**src/hw/rtl/launcher_sequencer_with_yaw_aim_macros.svh**
```systemverilog
// Assertion macros for the launcher sequencer with yaw aim.
`ifndef LAUNCHER_SEQUENCER_WITH_YAW_AIM_MACROS_SVH
`define LAUNCHER_SEQUENCER_WITH_YAW_AIM_MACROS_SVH

`ifndef NO_ASSERTIONS
// Same-cycle implication, checked outside reset.
`define LSYA_ASSERT_SAME(label, clk, rst, ante, cons) \
  label: assert property (@(posedge clk) disable iff (rst) (ante) |-> (cons)) \
    else $error("launcher sequencer check failed");
// Next-cycle implication, checked outside reset.
`define LSYA_ASSERT_NEXT(label, clk, rst, ante, cons) \
  label: assert property (@(posedge clk) disable iff (rst) (ante) |=> (cons)) \
    else $error("launcher sequencer check failed");
`else
`define LSYA_ASSERT_SAME(label, clk, rst, ante, cons)
`define LSYA_ASSERT_NEXT(label, clk, rst, ante, cons)
`endif

`endif

```
**src/hw/rtl/lsya_pkg.sv**
```systemverilog
// Shared types, codes and constants for the launcher sequencer with yaw aim.
`timescale 1ns / 1ps
package lsya_pkg;

  localparam int TIME_WIDTH = 32;

  // Opcodes of an input transaction
  localparam logic [1:0] OP_TICK  = 2'd0;
  localparam logic [1:0] OP_START = 2'd1;
  localparam logic [1:0] OP_STOP  = 2'd2;
  localparam logic [1:0] OP_ESTOP = 2'd3;

  // Yaw modes
  localparam logic [1:0] YAW_MODE_MANUAL = 2'd0;
  localparam logic [1:0] YAW_MODE_VISION = 2'd1;
  localparam logic [1:0] YAW_MODE_GUIDE  = 2'd2;

  // Yaw command kinds
  localparam logic [1:0] YAW_CMD_NONE  = 2'd0;
  localparam logic [1:0] YAW_CMD_SPEED = 2'd1;
  localparam logic [1:0] YAW_CMD_ANGLE = 2'd2;

  // Servo commands
  localparam logic [1:0] SERVO_NONE     = 2'd0;
  localparam logic [1:0] SERVO_STANDARD = 2'd1;
  localparam logic [1:0] SERVO_PREP     = 2'd2;

  // Register indexes
  localparam logic [2:0] REG_YAW_MODE          = 3'd0;
  localparam logic [2:0] REG_SPRING_PREP_TURNS = 3'd1;
  localparam logic [2:0] REG_STEP_TIMEOUT_MS   = 3'd2;
  localparam logic [2:0] REG_SERVO_WAIT_MS     = 3'd3;
  localparam logic [2:0] REG_YAW_DEADBAND      = 3'd4;
  localparam logic [2:0] REG_YAW_GAIN          = 3'd5;
  localparam logic [2:0] REG_YAW_SPEED_LIMIT   = 3'd6;
  localparam logic [2:0] REG_YAW_GUIDE_ANGLE   = 3'd7;

  typedef struct packed {
    logic [1:0]  yaw_mode;
    logic [15:0] spring_prep_turns;
    logic [15:0] step_timeout_ms;
    logic [15:0] servo_wait_ms;
    logic [14:0] yaw_deadband;
    logic [15:0] yaw_gain;
    logic [14:0] yaw_speed_limit;
    logic [15:0] yaw_guide_angle;
  } cfg_t;

  localparam cfg_t CFG_RESET = '{
    yaw_mode:          YAW_MODE_MANUAL,
    spring_prep_turns: 16'd1280,
    step_timeout_ms:   16'd3000,
    servo_wait_ms:     16'd400,
    yaw_deadband:      15'd5,
    yaw_gain:          16'd256,
    yaw_speed_limit:   15'd1000,
    yaw_guide_angle:   16'd0
  };

endpackage

```
**src/hw/rtl/lsya_yaw_aim.sv**
```systemverilog
// Yaw command unit: vision proportional speed or fixed guide angle, or no command in manual mode.
`timescale 1ns / 1ps
module lsya_yaw_aim (
  input  lsya_pkg::cfg_t     cfg,
  input  logic               vision_valid,
  input  logic signed [15:0] vision_error,
  output logic [1:0]         yaw_command,
  output logic signed [15:0] yaw_value
);
  import lsya_pkg::*;

  logic signed [32:0] product;
  logic signed [24:0] speed_raw;
  logic signed [24:0] limit_pos;
  logic signed [24:0] limit_neg;
  logic signed [24:0] speed_clamped;
  logic [16:0]        err_mag;
  logic               in_deadband;

  // Gain is unsigned Q8.8, so a zero sign bit is prefixed before the multiply.
  assign product   = $signed({1'b0, cfg.yaw_gain}) * vision_error;
  // An arithmetic shift gives the floor of the division by 256 for either sign.
  assign speed_raw = product[32:8];
  assign limit_pos = $signed({10'd0, cfg.yaw_speed_limit});
  assign limit_neg = -limit_pos;

  assign err_mag     = vision_error[15] ? 17'(-$signed({vision_error[15], vision_error}))
                                        : {1'b0, vision_error};
  assign in_deadband = err_mag < {2'd0, cfg.yaw_deadband};

  always_comb begin
    if (speed_raw > limit_pos) begin
      speed_clamped = limit_pos;
    end else if (speed_raw < limit_neg) begin
      speed_clamped = limit_neg;
    end else begin
      speed_clamped = speed_raw;
    end
  end

  always_comb begin
    case (cfg.yaw_mode)
      YAW_MODE_VISION: begin
        yaw_command = YAW_CMD_SPEED;
        yaw_value   = (!vision_valid || in_deadband) ? 16'sd0 : speed_clamped[15:0];
      end
      YAW_MODE_GUIDE: begin
        yaw_command = YAW_CMD_ANGLE;
        yaw_value   = $signed(cfg.yaw_guide_angle);
      end
      default: begin
        yaw_command = YAW_CMD_NONE;
        yaw_value   = 16'sd0;
      end
    endcase
  end

endmodule

```
**src/hw/rtl/launcher_sequencer_with_yaw_aim.sv**
```systemverilog
// Top level: launcher sequencer with yaw aim, stream ports and register port.
`timescale 1ns / 1ps
// Takes one transaction per clock cycle when not refused and returns exactly
// one result per transaction. An accepted transaction is held in the input
// register and its result is offered from the result register, with all
// sequencing, timing and yaw arithmetic done in the single logic stage between
// them. The input is refused only while the input register holds an item that
// cannot move because the result register is full and not being taken.
// Configuration registers must be written through the register port while no
// transaction is in flight (not enforced); reads return the stored value.
`include "launcher_sequencer_with_yaw_aim_macros.svh"
module launcher_sequencer_with_yaw_aim (
  input  logic        clk,
  input  logic        rst,
  // Input stream
  input  logic        s_tvalid,
  output logic        s_tready,
  // [0] estop_level, [32:1] now_ms, [33] spring_at_rest, [34] spring_at_prep,
  // [35] vision_valid, [51:36] vision_error, [55:52] zero
  input  logic [55:0] s_tdata,
  // [1:0] opcode
  input  logic [1:0]  s_tuser,
  // Result stream
  output logic        m_tvalid,
  input  logic        m_tready,
  // [0] stop_all, [2:1] servo_command, [3] spring_command_valid,
  // [19:4] spring_target, [21:20] yaw_command, [37:22] yaw_value,
  // [40:38] sequence_step, [41] estop_active, [47:42] zero
  output logic [47:0] m_tdata,
  // Register port
  input  logic        psel,
  input  logic        penable,
  input  logic        pwrite,
  input  logic [4:0]  paddr,
  input  logic [31:0] pwdata,
  output logic [31:0] prdata,
  output logic        pready
);
  import lsya_pkg::*;

  typedef enum logic [2:0] {
    STEP_IDLE,
    STEP_SERVO_STANDARD,
    STEP_SPRING_REST,
    STEP_SPRING_PREP,
    STEP_SERVO_PREP,
    STEP_SPRING_BACK,
    STEP_SERVO_RETURN,
    STEP_DONE
  } step_t;

  cfg_t cfg;

  // Input register
  logic                  in_valid;
  logic [1:0]            in_opcode;
  logic                  in_estop_level;
  logic [TIME_WIDTH-1:0] in_now;
  logic                  in_at_rest;
  logic                  in_at_prep;
  logic                  in_vision_valid;
  logic signed [15:0]    in_vision_error;

  // Sequencer state
  step_t                 launch_step;
  step_t                 launch_step_next;
  logic [TIME_WIDTH-1:0] step_start_time;
  logic [TIME_WIDTH-1:0] step_start_time_next;
  logic                  estop_latched;
  logic                  estop_latched_next;

  // Result register
  logic                  out_stop_all;
  logic [1:0]            out_servo;
  logic                  out_spring_valid;
  logic [15:0]           out_spring_target;
  logic [1:0]            out_yaw_cmd;
  logic signed [15:0]    out_yaw_value;
  logic [2:0]            out_step;
  logic                  out_estop;

  // Values computed for the item in the input register
  logic                  res_stop_all;
  logic [1:0]            res_servo;
  logic                  res_spring_valid;
  logic [15:0]           res_spring_target;
  logic [1:0]            res_yaw_cmd;
  logic signed [15:0]    res_yaw_value;

  logic [1:0]            aim_cmd;
  logic signed [15:0]    aim_value;
  logic [TIME_WIDTH-1:0] elapsed;
  logic                  spring_expired;
  logic                  servo_expired;
  logic                  advance;
  logic                  cfg_write;

  assign advance  = in_valid && (!m_tvalid || m_tready);
  assign s_tready = !in_valid || advance;

  // Register port
  assign pready    = 1'b1;
  assign cfg_write = psel && penable && pwrite && pready;

  always_ff @(posedge clk) begin
    if (rst) begin
      cfg <= CFG_RESET;
    end else if (cfg_write) begin
      unique case (paddr[4:2])
        REG_YAW_MODE:          cfg.yaw_mode          <= pwdata[1:0];
        REG_SPRING_PREP_TURNS: cfg.spring_prep_turns <= pwdata[15:0];
        REG_STEP_TIMEOUT_MS:   cfg.step_timeout_ms   <= pwdata[15:0];
        REG_SERVO_WAIT_MS:     cfg.servo_wait_ms     <= pwdata[15:0];
        REG_YAW_DEADBAND:      cfg.yaw_deadband      <= pwdata[14:0];
        REG_YAW_GAIN:          cfg.yaw_gain          <= pwdata[15:0];
        REG_YAW_SPEED_LIMIT:   cfg.yaw_speed_limit   <= pwdata[14:0];
        REG_YAW_GUIDE_ANGLE:   cfg.yaw_guide_angle   <= pwdata[15:0];
        default: ;
      endcase
    end
  end

  always_comb begin
    unique case (paddr[4:2])
      REG_YAW_MODE:          prdata = {30'd0, cfg.yaw_mode};
      REG_SPRING_PREP_TURNS: prdata = {16'd0, cfg.spring_prep_turns};
      REG_STEP_TIMEOUT_MS:   prdata = {16'd0, cfg.step_timeout_ms};
      REG_SERVO_WAIT_MS:     prdata = {16'd0, cfg.servo_wait_ms};
      REG_YAW_DEADBAND:      prdata = {17'd0, cfg.yaw_deadband};
      REG_YAW_GAIN:          prdata = {16'd0, cfg.yaw_gain};
      REG_YAW_SPEED_LIMIT:   prdata = {17'd0, cfg.yaw_speed_limit};
      REG_YAW_GUIDE_ANGLE:   prdata = {16'd0, cfg.yaw_guide_angle};
      default:               prdata = 32'd0;
    endcase
  end

  // Input register
  always_ff @(posedge clk) begin
    if (rst) begin
      in_valid <= 1'b0;
    end else if (s_tvalid && s_tready) begin
      in_valid <= 1'b1;
    end else if (advance) begin
      in_valid <= 1'b0;
    end
  end

  always_ff @(posedge clk) begin
    if (s_tvalid && s_tready) begin
      in_opcode       <= s_tuser;
      in_estop_level  <= s_tdata[0];
      in_now          <= s_tdata[TIME_WIDTH:1];
      in_at_rest      <= s_tdata[33];
      in_at_prep      <= s_tdata[34];
      in_vision_valid <= s_tdata[35];
      in_vision_error <= $signed(s_tdata[51:36]);
    end
  end

  lsya_yaw_aim u_yaw_aim (
    .cfg          (cfg),
    .vision_valid (in_vision_valid),
    .vision_error (in_vision_error),
    .yaw_command  (aim_cmd),
    .yaw_value    (aim_value)
  );

  // Elapsed time wraps with the time counter, so a plain subtraction suffices.
  assign elapsed        = in_now - step_start_time;
  assign spring_expired = elapsed > TIME_WIDTH'(cfg.step_timeout_ms);
  assign servo_expired  = elapsed > TIME_WIDTH'(cfg.servo_wait_ms);

  always_comb begin
    launch_step_next     = launch_step;
    step_start_time_next = step_start_time;
    estop_latched_next   = estop_latched;
    res_stop_all         = 1'b0;
    res_servo            = SERVO_NONE;
    res_spring_valid     = 1'b0;
    res_spring_target    = 16'd0;
    res_yaw_cmd          = YAW_CMD_NONE;
    res_yaw_value        = 16'sd0;

    unique case (in_opcode)
      OP_START: begin
        if (!estop_latched) begin
          launch_step_next = STEP_SERVO_STANDARD;
        end
      end
      OP_STOP: begin
        launch_step_next = STEP_IDLE;
      end
      OP_ESTOP: begin
        estop_latched_next = in_estop_level;
        if (in_estop_level) begin
          res_stop_all     = 1'b1;
          res_servo        = SERVO_STANDARD;
          launch_step_next = STEP_IDLE;
        end
      end
      default: begin
        if (estop_latched) begin
          res_stop_all = 1'b1;
        end else begin
          res_yaw_cmd   = aim_cmd;
          res_yaw_value = aim_value;
          unique case (launch_step)
            STEP_SERVO_STANDARD: begin
              res_servo            = SERVO_STANDARD;
              step_start_time_next = in_now;
              launch_step_next     = STEP_SPRING_REST;
            end
            STEP_SPRING_REST: begin
              res_spring_valid = 1'b1;
              if (in_at_rest || spring_expired) begin
                step_start_time_next = in_now;
                launch_step_next     = STEP_SPRING_PREP;
              end
            end
            STEP_SPRING_PREP: begin
              res_spring_valid  = 1'b1;
              res_spring_target = cfg.spring_prep_turns;
              if (in_at_prep || spring_expired) begin
                step_start_time_next = in_now;
                launch_step_next     = STEP_SERVO_PREP;
              end
            end
            STEP_SERVO_PREP: begin
              res_servo = SERVO_PREP;
              if (servo_expired) begin
                step_start_time_next = in_now;
                launch_step_next     = STEP_SPRING_BACK;
              end
            end
            STEP_SPRING_BACK: begin
              res_spring_valid = 1'b1;
              if (in_at_rest || spring_expired) begin
                step_start_time_next = in_now;
                launch_step_next     = STEP_SERVO_RETURN;
              end
            end
            STEP_SERVO_RETURN: begin
              res_servo = SERVO_STANDARD;
              if (servo_expired) begin
                launch_step_next = STEP_DONE;
              end
            end
            default: ;
          endcase
        end
      end
    endcase
  end

  // Sequencer state and result register
  always_ff @(posedge clk) begin
    if (rst) begin
      launch_step     <= STEP_IDLE;
      step_start_time <= '0;
      estop_latched   <= 1'b0;
      m_tvalid        <= 1'b0;
    end else begin
      if (advance) begin
        launch_step     <= launch_step_next;
        step_start_time <= step_start_time_next;
        estop_latched   <= estop_latched_next;
        m_tvalid        <= 1'b1;
      end else if (m_tready) begin
        m_tvalid <= 1'b0;
      end
    end
  end

  always_ff @(posedge clk) begin
    if (advance) begin
      out_stop_all      <= res_stop_all;
      out_servo         <= res_servo;
      out_spring_valid  <= res_spring_valid;
      out_spring_target <= res_spring_target;
      out_yaw_cmd       <= res_yaw_cmd;
      out_yaw_value     <= res_yaw_value;
      out_step          <= launch_step_next;
      out_estop         <= estop_latched_next;
    end
  end

  assign m_tdata = {6'd0, out_estop, out_step, out_yaw_value, out_yaw_cmd,
                    out_spring_target, out_spring_valid, out_servo, out_stop_all};

  // While the emergency stop is latched the sequence can only sit idle.
  `LSYA_ASSERT_SAME(a_estop_idle, clk, rst, estop_latched, launch_step == STEP_IDLE)
  // Every item that leaves the input register lands in the result register.
  `LSYA_ASSERT_NEXT(a_advance_lands, clk, rst, advance, m_tvalid)
  // An item held in the input register is not dropped while the output stalls.
  `LSYA_ASSERT_NEXT(a_input_held, clk, rst, in_valid && !advance, in_valid)
  // A result without a yaw command carries a zero yaw value.
  `LSYA_ASSERT_SAME(a_yaw_none_zero, clk, rst,
                    m_tvalid && out_yaw_cmd == YAW_CMD_NONE, out_yaw_value == 16'sd0)

endmodule
```
**config.mk**
```make
export PLATFORM = sky130hd
export DESIGN_NAME = launcher_sequencer_with_yaw_aim
export DESIGN_NICKNAME = d
export VERILOG_FILES = /design/src/hw/rtl/lsya_pkg.sv /design/src/hw/rtl/lsya_yaw_aim.sv /design/src/hw/rtl/launcher_sequencer_with_yaw_aim.sv
export VERILOG_INCLUDE_DIRS = /design/src /design/src/hw/rtl
export SDC_FILE = /design/constraint.sdc
export NUM_CORES = 1
export LEC_CHECK = 0
export ABC_CLOCK_PERIOD_IN_PS = 9700
export BUFFER_PORTS_ARGS = -buffer_cell sky130_fd_sc_hd__buf_2
export CORE_AREA = 2 2 280 282
export CTS_BUF_LIST = sky130_fd_sc_hd__clkbuf_4 sky130_fd_sc_hd__clkbuf_8
export DETAILED_ROUTE_END_ITERATION = 8
export DIE_AREA = 0 0 282 284
export MAX_ROUTING_LAYER = met4
export PLACE_DENSITY = 0.55
export SLEW_MARGIN = 40
export SYNTH_ARGS = -nofsm -noshare
export SYNTH_HDL_FRONTEND = slang
export SYNTH_SLANG_ARGS = --single-unit
```
**constraint.sdc**
```tcl
create_clock -name clk -period 9.7 [get_ports clk]
set_input_delay 0.485 -clock clk [delete_from_list [all_inputs] [get_ports clk]]
set_output_delay 0.485 -clock clk [all_outputs]
set_load 0.01 [all_outputs]
```
==> results.toml <==
[place]
port_buffers = 139
routabilityCongestion = 0.910
hpwl_um = 55700

[outcome]
status = "completed"

[min_path]
min_to = "in_now[1]"
hold_class = "in -> reg"
hold_depth = 1
worstHoldStart = "s_tdata[2]"

[route]
ant_nets = 0
drc = 0
drt-total-wl_um = 71600
wire_per_inst_um = 17.8
drtPass1Iterations = 5
vias = 19700
drtIter0Drc = 1210
viasPerCell = 4.89

[sta]
max_clock_freq_mhz = 111
hold_violations = 0
period_share_pct = 93.0
rsz0062_at_grt = "false"
tightest_slew_ns = 0.819
setup_viol = 0
holdWs_ns = 0.0347
drv_slew = 0
fin_crit_ns = 9.02
maxSlewHeadroom_pct = 45.2
clock_skew_ns = 0.0637
tns_ns = 0

[power]
ir_drop_mv = 0.0966
power_leakage_nw = 12.0
power_density_nw_per_um2 = 112

[critical_path]
worst_setup_path_end_kind = "register"
critPathRequiredTime_ns = 10.18
timing.rr.start = "cfg[36]"
crit_fanout = 11
reg2reg_to = "out_yaw_value[11]"
cpMostUsedCell = "fa_1"
crit_buf_inv = 6
critPathSlowestCell = "fa_1"
cp.arrival_ns = 9.50
reg2regPathDepth = 32
crit_path_max_incr_delay_ns = 0.56
crit_type = "reg -> reg"
r2r_slack_ns = 0.68
crit_family = "adder cells"
cp-start-kind = "register"

[clocking]
clkTransAtPathRegs_ns = 0.06
clockBufferDepth = 3
cts_sinks = 246
root_buffer = "clkbuf_8"
cts_tree = "done"
htree_num_levels = 2
insertion_delay_ns = 0.69
cts_buffers = 50

[run]
drv_cap = 0

[finish]
final_cell_mix = "nand2_1, inv_1, ha_1"
area_growth_syn_to_layout_pct = 15.1
num-nets-final = 3476
drive_gt1_share_pct = 12.0
final_common_cell = "nand2_1"

[die]
rows = 102
die-height_um = 284
die_x_um = 282
io_pins = 185
initial_utilization_pct = 30.9
core_um2 = 77000
die_area_um2 = 80100

[yosys]
async_flop_share_pct = 0
ys_warn_count = 0
yosys.cell_types.count = 83
post_synth_inst_count = 2757
syn_area_um2 = 23800
synth_flop_cell = "dfxtp_1"
synth_seq_cells = 246
syn_area_per_cell_um2 = 8.62
synth-seq-area-share_pct = 24.8
synth_enable_flop_cells = 96

[global_route]
gr-total-overflow = 0
grt_antenna_before_repair = 2
grt_pass1_vias = 19600
grt_use_total_pct = 18.6
grt_max_degree = 86
grt_first_pass_wirelength_um = 112000
what timing repair did:
action                                  4_1_cts  5_1_grt
hold endpoints to repair                     50        0
setup buffers                                 0        6
resized for setup                             0        2
endpoints found under the setup margin        0        5
hold buffers                                 50        0
synth_stat cells, drive strengths merged, types with 45 or more instances:
library cell	number	area [µm²]
nand2	431	1620
edfxtp	96	2880
inv	374	1400
clkbuf	111	417
buf	48	313
o21ai	78	390
nor2	134	503
fa	194	3880
ha	241	3020
a21oi	214	1100
and2	137	857
dfxtp	150	3000
mux2i	45	450
xnor2	46	410
cells by family (layout without fill, tap and decap cells):
logic type | count (synthesis) | in the layout | synth area share [%]
AND/OR/NAND/NOR | 905 | 905 | 17.9
other | 2 | 25 | 0.0316
XOR/XNOR | 63 | 63 | 2.35
multiplexers | 60 | 60 | 3.22
adder cells (fa/ha/maj) | 435 | 435 | 29.0
flip-flops | 246 | 246 | 24.8
buffers and inverters | 534 | 733 | 8.99
AO/OA/AOI/OAI | 512 | 512 | 13.7
metrics by stage:
| stage | cell area [µm²] | total power [mW] | instances | utilization, % | setup WS [ns] |
|---|---|---|---|---|---|
| 6_report | 27400 | 3.06 | 4019 | 35.6 | 0.680 |
| 5_1_grt | 27400 | 3.24 | 4019 | 35.6 | 0.139 |
| 4_1_cts | 27300 | 3.09 | 4010 | 35.5 | 0.435 |
| 3_5_place_dp | 25700 | 1.87 | 3870 | 33.4 | 0.470 |
| 3_3_place_gp | 25700 | 1.87 | 3870 | 33.4 | 0.586 |
| 2_1_floorplan | 23900 | 1.64 | 2778 | - | 1.45 |
layout make-up:
type / instances / area [µm²]
fill: 7934 / 49600
multi-input combinational: 1998 / 15900
sequential: 246 / 5890
timing repair buffer: 268 / 1810
inverter: 375 / 1410
tap: 1040 / 1300
clock buffer: 80 / 982
clock inverter: 10 / 116
antenna: 2 / 5.00
power breakdown:
group,switching [mW],internal (mW)
clock,0.516,0.675
sequential,0.0294,1.10
combinational,0.445,0.290
total,0.990,2.07
how the worst max path moves through the flow:
stage,startpoint,endpoint,slack [ns],depth (start not counted)
finish,cfg[36],out_yaw_value[11],0.68,32
global route,in_vision_error[6],out_yaw_value[11],0.14,31
CTS,in_vision_error[4],out_yaw_value[11],0.44,31
detailed placement,in_vision_error[4],out_yaw_value[11],0.47,31
global placement,in_vision_error[4],out_yaw_value[11],0.59,31
floorplan,in_vision_error[3],out_yaw_value[10],1.45,34
state kept, by name (all words and copies together) (netlist names), 2 cells and up:
signal / count
in_now: 32
out_servo: 2
launch_step: 3
out_spring_target: 16
in_vision_error: 16
in_opcode: 2
out_yaw_value: 16
out_step: 3
cfg: 112
out_yaw_cmd: 2
step_start_time: 32
routing by layer:
layer	track usage, %	vias to the layer above	routed length, µm
met4	5.73	0	2190
li1	-	9535	-
met5	-	-	0
met1	23.7	9577	31700
met2	30.4	437	34600
met3	2.47	111	3170
No activity file was read; power rests on OpenSTA's default activity.
